## config.mk

```make
export PLATFORM = sky130hd
export DESIGN_NAME = oneshot_timer_slot_table_top
export DESIGN_NICKNAME = d
export VERILOG_FILES = /design/src/otst_pkg.sv /design/src/oneshot_timer_slot_table_top.sv
export SDC_FILE = /design/constraint.sdc
export NUM_CORES = 2
export LEC_CHECK = 0
export ABC_AREA = 0
export ABC_CLOCK_PERIOD_IN_PS = 10000
export BUFFER_PORTS_ARGS = -buffer_cell sky130_fd_sc_hd__buf_2
export CORE_MARGIN = 2
export CORE_UTILIZATION = 45
export CTS_BUF_LIST = sky130_fd_sc_hd__clkbuf_8
export CTS_CLUSTER_SIZE = 20
export DETAILED_ROUTE_END_ITERATION = 10
export GPL_TIMING_DRIVEN = 1
export PLACE_DENSITY = 0.66
export SKIP_LAST_GASP = 1
export SLEW_MARGIN = 5
export SYNTH_ARGS = -nofsm -noshare
export SYNTH_HDL_FRONTEND = slang
export SYNTH_SLANG_ARGS = --single-unit
```

## constraint.sdc

```tcl
create_clock -name clk -period 10 [get_ports clk]
set_input_delay 1 -clock clk [delete_from_list [all_inputs] [get_ports clk]]
set_output_delay 1 -clock clk [all_outputs]
set_load 0.02 [all_outputs]
```

## src/otst_pkg.sv

```systemverilog
package otst_pkg;

	// widths of the beat fields
	localparam int unsigned REQ_W      = 2;
	localparam int unsigned TIME_W     = 32;
	localparam int unsigned TAG_PORT_W = 16;
	localparam int unsigned IDX_PORT_W = 4;

	// default table shape
	localparam int unsigned DEF_SLOT_COUNT = 16;
	localparam int unsigned DEF_TAG_BITS   = 16;

	// request codes, the remaining code is ignored
	typedef enum logic [REQ_W-1:0] {
		REQ_INSERT = 2'd0,
		REQ_TICK   = 2'd1,
		REQ_CLEAR  = 2'd2
	} req_t;

endpackage

```

## src/oneshot_timer_slot_table_top.sv

```systemverilog
// One-shot timer slot table. The block holds SLOT_COUNT timer slots in a slot memory with
// one read and one write port (duration, elapsed time, tag per slot); a slot is busy while
// its duration is nonzero. An insert beat places its duration and tag in the lowest free
// slot and returns that slot with accepted set, or accepted clear when the table is full.
// A tick beat walks the slots from slot 0, adds tick_time (saturating) to the elapsed time
// of every busy slot it passes, and at the first slot whose elapsed time exceeds its
// duration reports fired, the slot and its tag, frees the slot and stops. A clear beat
// frees every slot at once; elapsed times are kept, so a reused slot starts from the
// elapsed time it had. Times are unsigned 16.16 seconds. Every input beat yields exactly
// one output beat. An insert or tick walks k slots (1 to SLOT_COUNT) before its result
// is ready: one slot per cycle through the single saturating adder and comparator, fed
// by the memory's one registered read port. A clear or an unused request code goes to
// the result without a walk. One request is in flight at a time; in_stall is high from
// acceptance until the result has moved into the output register, which can hold one
// finished beat while the next request is taken. A stalled output beat holds the sequencer
// until the output register frees up.
module oneshot_timer_slot_table_top
	import otst_pkg::*;
#(
	parameter int unsigned SLOT_COUNT = DEF_SLOT_COUNT,
	parameter int unsigned TAG_BITS   = DEF_TAG_BITS
) (
	input  logic                  clk,
	input  logic                  arst_n,

	// request channel
	input  logic                  in_valid,
	output logic                  in_stall,
	input  logic [REQ_W-1:0]      req_type,
	input  logic [TIME_W-1:0]     wait_time,
	input  logic [TIME_W-1:0]     tick_time,
	input  logic [TAG_PORT_W-1:0] event_tag,

	// result channel
	output logic                  out_valid,
	input  logic                  out_stall,
	output logic                  accepted,
	output logic                  fired,
	output logic [IDX_PORT_W-1:0] slot_index,
	output logic [TAG_PORT_W-1:0] fired_tag
);

	localparam int unsigned IDX_W = (SLOT_COUNT > 1) ? $clog2(SLOT_COUNT) : 1;

	typedef enum logic [2:0] {
		S_IDLE = 3'b001,
		S_WALK = 3'b010,
		S_DONE = 3'b100
	} state_t;

	state_t state_q;

	// captured request
	req_t                req_q;
	logic [TIME_W-1:0]   wait_q;
	logic [TIME_W-1:0]   tick_q;
	logic [TAG_BITS-1:0] tag_q;

	// slot memory, one entry per slot
	logic [TIME_W-1:0]   mem_dur [SLOT_COUNT];
	logic [TIME_W-1:0]   mem_el  [SLOT_COUNT];
	logic [TAG_BITS-1:0] mem_tag [SLOT_COUNT];

	// registered read data of the slot under evaluation
	logic [TIME_W-1:0]   dur_rd_q;
	logic [TIME_W-1:0]   el_rd_q;
	logic [TAG_BITS-1:0] tag_rd_q;

	// duration valid is dropped by clear and reset, elapsed valid by reset only;
	// a slot whose bit is low reads as zero
	logic [SLOT_COUNT-1:0] dur_vld_q;
	logic [SLOT_COUNT-1:0] el_vld_q;

	// slot now being evaluated
	logic [IDX_W-1:0] eidx_q;

	// result waiting for the output register
	logic                  res_acc_q;
	logic                  res_fire_q;
	logic [IDX_W-1:0]      res_idx_q;
	logic [TAG_PORT_W-1:0] res_tag_q;

	// output register
	logic                  out_valid_q;
	logic                  out_acc_q;
	logic                  out_fire_q;
	logic [IDX_PORT_W-1:0] out_idx_q;
	logic [TAG_PORT_W-1:0] out_tag_q;

	logic                  in_take;
	logic                  out_free;
	logic                  last;
	logic                  rd_en;
	logic [IDX_W-1:0]      rd_addr;

	logic [TIME_W-1:0]     cur_dur;
	logic [TIME_W-1:0]     cur_el;
	logic [TIME_W:0]       sum;
	logic [TIME_W-1:0]     sat_el;
	logic                  ins_hit;
	logic                  slot_busy;
	logic                  fire_hit;
	logic                  stop;

	logic                  wr_en;
	logic [TIME_W-1:0]     wr_dur;
	logic [TIME_W-1:0]     wr_el;
	logic [TAG_BITS-1:0]   wr_tag;

	assign in_stall = (state_q != S_IDLE);
	assign in_take  = in_valid && !in_stall;
	assign out_free = !out_valid_q || !out_stall;

	assign last = (eidx_q == IDX_W'(SLOT_COUNT - 1));

	// slot 0 is fetched on acceptance, then one slot ahead of evaluation
	assign rd_addr = (state_q == S_IDLE) ? '0 : eidx_q + IDX_W'(1);
	assign rd_en   = in_take || (state_q == S_WALK && !last);

	// shared datapath: one saturating add and one compare per slot
	assign cur_dur = dur_vld_q[eidx_q] ? dur_rd_q : '0;
	assign cur_el  = el_vld_q[eidx_q]  ? el_rd_q  : '0;
	assign sum     = {1'b0, cur_el} + {1'b0, tick_q};
	assign sat_el  = sum[TIME_W] ? '1 : sum[TIME_W-1:0];

	assign slot_busy = (cur_dur != '0);
	assign ins_hit   = (state_q == S_WALK) && (req_q == REQ_INSERT) && !slot_busy;
	assign fire_hit  = (state_q == S_WALK) && (req_q == REQ_TICK) && slot_busy
	                   && (sat_el > cur_dur);
	assign stop      = ins_hit || fire_hit || last;

	always_comb begin
		wr_en  = 1'b0;
		wr_dur = cur_dur;
		wr_el  = cur_el;
		wr_tag = tag_rd_q;
		if (state_q == S_WALK) begin
			case (req_q)
				REQ_INSERT: begin
					// stale elapsed time is kept on purpose
					if (ins_hit) begin
						wr_en  = 1'b1;
						wr_dur = wait_q;
						wr_tag = tag_q;
					end
				end
				REQ_TICK: begin
					if (slot_busy) begin
						wr_en = 1'b1;
						if (fire_hit) begin
							wr_dur = '0;
							wr_el  = '0;
						end else begin
							wr_el = sat_el;
						end
					end
				end
				default: begin
					wr_en = 1'b0;
				end
			endcase
		end
	end

	// slot memory, written at the evaluated slot and read one slot ahead
	always_ff @(posedge clk) begin
		if (wr_en) begin
			mem_dur[eidx_q] <= wr_dur;
			mem_el[eidx_q]  <= wr_el;
			mem_tag[eidx_q] <= wr_tag;
		end
		if (rd_en) begin
			dur_rd_q <= mem_dur[rd_addr];
			el_rd_q  <= mem_el[rd_addr];
			tag_rd_q <= mem_tag[rd_addr];
		end
	end

	// request capture
	always_ff @(posedge clk) begin
		if (in_take) begin
			req_q  <= req_t'(req_type);
			wait_q <= wait_time;
			tick_q <= tick_time;
			tag_q  <= TAG_BITS'(event_tag);
		end
	end

	// valid bits
	always_ff @(posedge clk or negedge arst_n) begin
		if (!arst_n) begin
			dur_vld_q <= '0;
			el_vld_q  <= '0;
		end else begin
			if (in_take && req_type == REQ_CLEAR) begin
				dur_vld_q <= '0;
			end else if (wr_en) begin
				dur_vld_q[eidx_q] <= 1'b1;
				el_vld_q[eidx_q]  <= 1'b1;
			end
		end
	end

	// sequencer
	always_ff @(posedge clk or negedge arst_n) begin
		if (!arst_n) begin
			state_q    <= S_IDLE;
			eidx_q     <= '0;
			res_acc_q  <= 1'b0;
			res_fire_q <= 1'b0;
			res_idx_q  <= '0;
			res_tag_q  <= '0;
		end else begin
			case (state_q)
				S_IDLE: begin
					if (in_take) begin
						eidx_q     <= '0;
						res_acc_q  <= 1'b0;
						res_fire_q <= 1'b0;
						res_idx_q  <= '0;
						res_tag_q  <= '0;
						// clear and the unused code finish without a walk
						if (req_type inside {REQ_INSERT, REQ_TICK}) begin
							state_q <= S_WALK;
						end else begin
							state_q <= S_DONE;
						end
					end
				end
				S_WALK: begin
					if (stop) begin
						state_q    <= S_DONE;
						res_acc_q  <= ins_hit;
						res_fire_q <= fire_hit;
						res_idx_q  <= (ins_hit || fire_hit) ? eidx_q : '0;
						res_tag_q  <= fire_hit ? TAG_PORT_W'(tag_rd_q) : '0;
					end else begin
						eidx_q <= eidx_q + IDX_W'(1);
					end
				end
				S_DONE: begin
					if (out_free) begin
						state_q <= S_IDLE;
					end
				end
				default: begin
					state_q <= S_IDLE;
				end
			endcase
		end
	end

	// output register
	always_ff @(posedge clk or negedge arst_n) begin
		if (!arst_n) begin
			out_valid_q <= 1'b0;
		end else if (state_q == S_DONE && out_free) begin
			out_valid_q <= 1'b1;
		end else if (!out_stall) begin
			out_valid_q <= 1'b0;
		end
	end

	always_ff @(posedge clk) begin
		if (state_q == S_DONE && out_free) begin
			out_acc_q  <= res_acc_q;
			out_fire_q <= res_fire_q;
			out_idx_q  <= IDX_PORT_W'(res_idx_q);
			out_tag_q  <= res_tag_q;
		end
	end

	assign out_valid  = out_valid_q;
	assign accepted   = out_acc_q;
	assign fired      = out_fire_q;
	assign slot_index = out_idx_q;
	assign fired_tag  = out_tag_q;

	// a taken request always moves the sequencer out of idle
	a_take_busy: assert property (@(posedge clk) disable iff (!arst_n)
		in_take |=> state_q != S_IDLE)
		else $error("request taken but sequencer stayed idle");

	// an insert and an expiry never share one result
	a_one_kind: assert property (@(posedge clk) disable iff (!arst_n)
		out_valid_q |-> !(out_acc_q && out_fire_q))
		else $error("result flags both insert and expiry");

	// a tag is only reported with an expiry
	a_tag_zero: assert property (@(posedge clk) disable iff (!arst_n)
		(out_valid_q && !out_fire_q) |-> out_tag_q == '0)
		else $error("tag reported without expiry");

	// the walk never runs past the last slot
	a_walk_range: assert property (@(posedge clk) disable iff (!arst_n)
		state_q == S_WALK |-> eidx_q <= IDX_W'(SLOT_COUNT - 1))
		else $error("walk index past last slot");

endmodule
```

==> After elaboration in Yosys (flattened, before gate mapping) <==
Memories as Yosys holds them, arrays and structs flattened. A register that Yosys moved wholly into a read port is not among the register bits.
Cells that the tools add are included.
W data, S select, Z words.
{ "classes": {"n_bitwise": 3, "magnitude_cmp": 3, "eq_ne": 13, "muxes": 52, "n_reduce_logical": 29, "n_addsub": 2} }
{ "op_table": {"columns": ["op", "n"], "rows": [
  ["$mux W32", 11],
  ["$mux W16", 8],
  ["$pmux W32 S2", 1],
  ["$add A32 B32 Y33", 1],
  ["$gt A32 B32 Y1", 1],
  ["$or A16 B16 Y16", 2],
  ["$pmux W16 S2", 1],
  ["$reduce_bool A32 Y1", 1],
  ["$mux W4", 5],
  ["$pmux W4 S2", 2],
  ["$mux W1", 13],
  ["$mux W3", 4],
  ["$logic_and A1 B1 Y1", 10],
  ["$pmux W3 S3", 1],
  ["$reduce_and A3 Y1", 3],
  ["$bmux W1 S4", 2],
  ["$ne A2 B2 Y1 const B", 4],
  ["$pmux W1 S2", 3],
  ["$reduce_bool A2 Y1", 3],
  ["$logic_not A1 Y1", 5],
  ["$lt A4 B5 Y1 const B", 1],
  ["$add A4 B1 Y4 const B", 1],
  ["$demux W1 S4", 1],
  ["$eq A2 B1 Y1 const B", 2],
  ["12 further kinds", 16]
]} }
{ "totals": {"mem_count": 3, "reg_bits": 166, "ramBits": 1280, "output_inout_bits": 24} }
{ "memory_table": {"columns": ["memory", "words", "word_bits", "rd", "rd_ports_with_merged_regs", "write_ports", "line", "source"], "rows": [
  ["mem_dur", 16, 32, 1, 1, 1, "oneshot_timer_slot_table_top.sv:60", "logic [TIME_W-1:0] mem_dur [SLOT_COUNT];"],
  ["mem_el", 16, 32, 1, 1, 1, "oneshot_timer_slot_table_top.sv:61", "logic [TIME_W-1:0] mem_el [SLOT_COUNT];"],
  ["mem_tag", 16, 16, 1, 1, 1, "oneshot_timer_slot_table_top.sv:62", "logic [TAG_BITS-1:0] mem_tag [SLOT_COUNT];"]
]} }

==> Depth between registers and ports, before layout <==
{ "depth": {"ltp_word": 11, "ltp_mapped": 29} }

==> Worst setup path after synthesis <==
Ideal clock, no wire load.
{ "synth_path": {"path_type": "flip-flop to flip-flop", "start": "register eidx_q[0]", "end": "memory mem_el[0][31], data pin", "arrival_time_ps": 7021, "path_slack_ps": 2633, "t_required_ps": 9654, "stages_incl_launch_ff": 26, "cell_sequence": "dfrtp_1 buf_4 clkbuf_1 mux4_2 mux4_2 clkbuf_1 and2_1 ha_1 fa_1 a211oi_1 nor3_1 o211ai_1 o211a_1 o21ai_0 o21ai_1 clkbuf_1 nand2_1 ha_1 a21o_1 a21o_1 a221oi_1 nand3_1 o31ai_1 nand2_1 clkbuf_1 o32ai_1"} }
{ "synth_between": {"elab_chain_len": 11, "elab_cells_between_ends": 16, "classes_between": "add/sub (1); order compare (1); mux (11); reduce/logical (3)"} }
{ "synth_rtl": {"columns": ["item", "line", "source"], "rows": [
  ["start: declaration", "oneshot_timer_slot_table_top.sv:75", "logic [IDX_W-1:0] eidx_q;"],
  ["start signal: assignment", "oneshot_timer_slot_table_top.sv:238", "eidx_q <= eidx_q + IDX_W'(1);"],
  ["$bmux W1 S4", "oneshot_timer_slot_table_top.sv:122", "assign cur_el = el_vld_q[eidx_q] ? el_rd_q : '0;"],
  ["$mux W1 (not written as such)", "oneshot_timer_slot_table_top.sv:122", null],
  ["$mux W32", "oneshot_timer_slot_table_top.sv:122", null],
  ["$add A32 B32 Y33", "oneshot_timer_slot_table_top.sv:123", "assign sum = {1'b0, cur_el} + {1'b0, tick_q};"],
  ["$mux W32", "oneshot_timer_slot_table_top.sv:124", "assign sat_el = sum[TIME_W] ? '1 : sum[TIME_W-1:0];"],
  ["$gt A32 B32 Y1", "oneshot_timer_slot_table_top.sv:129", "&& (sat_el > cur_dur);"],
  ["$logic_and A1 B1 Y1", "oneshot_timer_slot_table_top.sv:129", null],
  ["$mux W32", "oneshot_timer_slot_table_top.sv:150", "if (fire_hit) begin"],
  ["$mux W32", "oneshot_timer_slot_table_top.sv:148", "if (slot_busy) begin"],
  ["$mux W32", "oneshot_timer_slot_table_top.sv:138", "case (req_q)"],
  ["$mux W32 (*)", "oneshot_timer_slot_table_top.sv:137", "if (state_q == S_WALK) begin"],
  ["net wr_el[31]", "oneshot_timer_slot_table_top.sv:107", "logic [TIME_W-1:0] wr_el;"],
  ["end: declaration", "oneshot_timer_slot_table_top.sv:61", null]
]} }
Mark *: on every way through the listed nets, which the timed path passes. The rest lies on a longest branch. The select of a mux whose other input is x is not followed.

==> Worst setup path in the final report <==
{ "layout_path": {"start": "register eidx_q[0]", "end": "memory mem_el[13][6], data pin"} }
Same word-level chain as after synthesis.

==> impl_metrics.env <==
export IMPL_ant_nets=0
export IMPL_slew_headroom_pct=16.2
export IMPL_path_class="reg -> reg"
export IMPL_die_area_mm2=0.141
export IMPL_synth_net_count=4507
export IMPL_path_max_fanout=65
export IMPL_p_per_area_mw_per_mm2=276
export IMPL_synth_xor_area_share_pct=0.380
export IMPL_cp_end_kind="flip-flop"
export IMPL_power_frac_seq_pct=44.7
export IMPL_p_sw_share_pct=35.5
export IMPL_wl_mm=159
export IMPL_status="completed"
export IMPL_ys_warn_count=0
export IMPL_ios=110
export IMPL_drt_pass1_iterations=5
export IMPL_gp_congestion=0.880
export IMPL_max_stage_delay_ps=940
export IMPL_drv_cap=0
export IMPL_internal_power_uw=12300
export IMPL_dp_hpwl_mm=79.9
export IMPL_synth_fa_ha_area_share_pct=1.40
export IMPL_ys_types=66
export IMPL_synth_most_common_cell="edfxtp_1"
export IMPL_dp_slack_ps=1110
export IMPL_clockBufferDepth=3
export IMPL_drive_above_1_share_pct=11.5
export IMPL_min_period_ps=9140
export IMPL_max_freq_ghz=0.109
export IMPL_finish_utilization_pct=50.2
export IMPL_cts_tree="built"
export IMPL_io_buffers=109
export IMPL_fin_crit_sh_pct=91.4
export IMPL_routed_top_layer="met5"
export IMPL_grt_overflow_total=0
export IMPL_area_delta_synth_final_pct=11.0
export IMPL_yosysTopAreaCellShare_pct=70.7
export IMPL_worst_path_max_delay_cell="o2bb2ai_1"
export IMPL_path_cells="mux4_2 -> mux4_2 -> and2_1 -> ha_1 -> fa_1 -> a211oi_1 -> nor3_1 -> o211ai_1 -> o211a_1 -> o21ai_0 -> o21a_1 -> nor2_1 -> inv_1 -> ha_1 -> a2111oi_0 -> a31oi_1 -> o31ai_1 -> nand2_1 -> buf_4 -> o2bb2ai_1"
export IMPL_antenna_found_initial=6
export IMPL_initial_core_util_pct=45.3
export IMPL_grt_pass1_wl_mm=235
export IMPL_arrival_ps=9690
export IMPL_p_switching_uw=6770
export IMPL_setup_violations=0
export IMPL_cts_hold_buf=0
export IMPL_synth_area_leaders="edfxtp_1 71%, a211oi_1 5.0%, nand2_1 4.4%"
export IMPL_clk_latency_ps=970
export IMPL_cp_required_ps=10550
export IMPL_syn_inst=4352
export IMPL_grt_pass1_vias=36400
export IMPL_netlist_area_mm2=0.0622
export IMPL_cts_resized=0
export IMPL_ys_ff_latch=1526
export IMPL_synth_edff_count=1464
export IMPL_ir_drop_mv=0.354
export IMPL_cts_made_buffers=231
export IMPL_grt_max_degree=224
export IMPL_fin_area_mm2=0.0690
export IMPL_p_leak_uw=0.0232
export IMPL_wl_per_cell_um=24.6
export IMPL_groute_usage_overall_pct=22.2
export IMPL_wl_met3_mm=13.2
export IMPL_nets=4624
export IMPL_post_cts_buffers=0
export IMPL_tightest_slew_ps=1260
export IMPL_synth_simple_gate_area_share_pct=9.34
export IMPL_slew_violations=0
export IMPL_synthMuxAreaShare_pct=0.668
export IMPL_postSynthAreaPerCell_um2=14.3
export IMPL_synth_top_flop_cell="edfxtp_1"
export IMPL_synth_top_family_by_area="compound AO/OA/AOI/OAI gates"
export IMPL_tns_ps=0
export IMPL_drtIter0Drc=4027
export IMPL_viasPerCell=5.87
export IMPL_setup_slack_ps=861
export IMPL_clkPwrFrac_pct=25.3
export IMPL_hold_ws_ps=214
export IMPL_vias=38000
export IMPL_drc=0
export IMPL_clk_pin_slew_worst_paths_ps=60
export IMPL_die_y_um=376
export IMPL_rows=136
export IMPL_power_frac_comb_pct=30.0
export IMPL_die_x_um=376
export IMPL_met1_length_mm=68.9
export IMPL_fin_skew_ps=76.1
export IMPL_met2_wirelength_mm=73.3
export IMPL_core_mm2=0.137
export IMPL_ys_top_cells_by_count="1,464 x edfxtp_1, 734 x nand2_1, 410 x a211oi_1"
export IMPL_cts_htree_levels=4
export IMPL_cts_sinks=1526
export IMPL_yosys_area_top_type="edfxtp_1"
export IMPL_yosysSeqAreaShare_pct=73.2
export IMPL_synthArstFlopShare_pct=4.06
export IMPL_critical_path_startpoint_type="flip-flop"
export IMPL_finalHoldViolCount=0
export IMPL_cts_root_buf="clkbuf_8"
export IMPL_synth_compound_area_share_pct=12.9
export IMPL_dpl_cell_area_mm2=0.0646
export IMPL_hp_class="in -> reg"
export IMPL_rsz0062_at_grt="no"
layout by cell type, fill, tap and decap left out, drive strengths merged, types with 6 or more instances in the layout:
cell type / n
edfxtp: 1464
nand2: 734
a211oi: 410
nor2b: 323
clkbuf: 240
a21oi: 205
buf: 185
a31oi: 166
a311oi: 160
inv: 127
clkinv: 83
ha: 68
dfrtp: 61
nor2: 58
a22o: 54
a21o: 39
and2: 38
o21ai: 37
o2bb2ai: 20
or2: 19
xnor2: 16
mux2: 16
nand4: 15
xor2: 11
nor3: 11
mux4: 10
nand3: 9
o21a: 9
nor4: 9
bufinv: 7
o211ai: 6
final cells by class:
| type | count | area [um2] |
|---|---|---|
| diodes | 4 | 10.0 |
| clock buffers | 240 | 3300 |
| clock inverters | 187 | 1030 |
| fillers | 11400 | 68300 |
| inverters | 31 | 119 |
| multi-input cells | 2494 | 15500 |
| flip-flops and latches | 1526 | 45500 |
| well taps | 1794 | 2240 |
| repair buffers | 185 | 1220 |
cell families after synthesis:
logic type | count (synthesis)
adders and majority gates | 69
buffers and inverters | 332
and+or+nand+nor | 1236
DFF | 1526
muxes | 27
xor gates and xnor gates | 27
AOI/OAI and AO/OA | 1135
metal layers:
layer | vias to the layer above | GRT usage (%)
met1 | 19000 | 31.9
li1 | 17100 | -
met4 | 2 | 6.77
met3 | 233 | 4.47
met2 | 1577 | 34.3
met5 | - | 0
state kept, by name (all words and copies together), names as in the netlist, 32 cells and up:
signal and count:
mem_dur 512, mem_el 512, mem_tag 256, dur_rd_q 32
el_rd_q 32, tick_q 32, wait_q 32
power groups by stage:
stage	combinational, uW	sequential [uW]	clock (uW)
finish	5720	8520	4820
global route	6300	8540	5170
CTS	5670	8510	4900
detailed placement	5650	8630	0
global placement	5560	8640	0
floorplan	4030	8370	0
worst max-delay path: cells and delay by family (launching register included):
family	cells	cell delay (ps)
simple gates	4	1240
fa+ha+maj	3	1010
mux	2	1360
flops	1	910
buf+inv	2	480
compound gates	9	3700
metrics by stage:
stage | std cells | total power [uW]
final | 6461 | 19100
after CTS | 6457 | 19100
after floorplan | 4352 | 12400
after global placement | 6030 | 14200
after detailed placement | 6030 | 14300
after global routing | 6461 | 20000
path summary, 6_finish.rpt:
check / start / endpoint / slack [ps] / cells after the start
worst max-delay path: eidx_q[0]$_DFFE_PN0P_ / mem_el[13][6]$_DFFE_PP_ / 860 / 20
worst min-delay path: event_tag[1] / tag_q[1]$_DFFE_PP_ / 210 / 1
worst max register to register: eidx_q[0]$_DFFE_PN0P_ / mem_el[13][6]$_DFFE_PP_ / 860 / 20
worst min register to register: res_fire_q$_DFFE_PN0P_ / fired$_DFFE_PP_ / 440 / 0
max in group asynchronous: arst_n / eidx_q[0]$_DFFE_PN0P_ / 8970 / 2
min in group asynchronous: arst_n / dur_vld_q[2]$_DFFE_PN0P_ / 300 / 2
No activity file was read; power rests on OpenSTA's default activity.
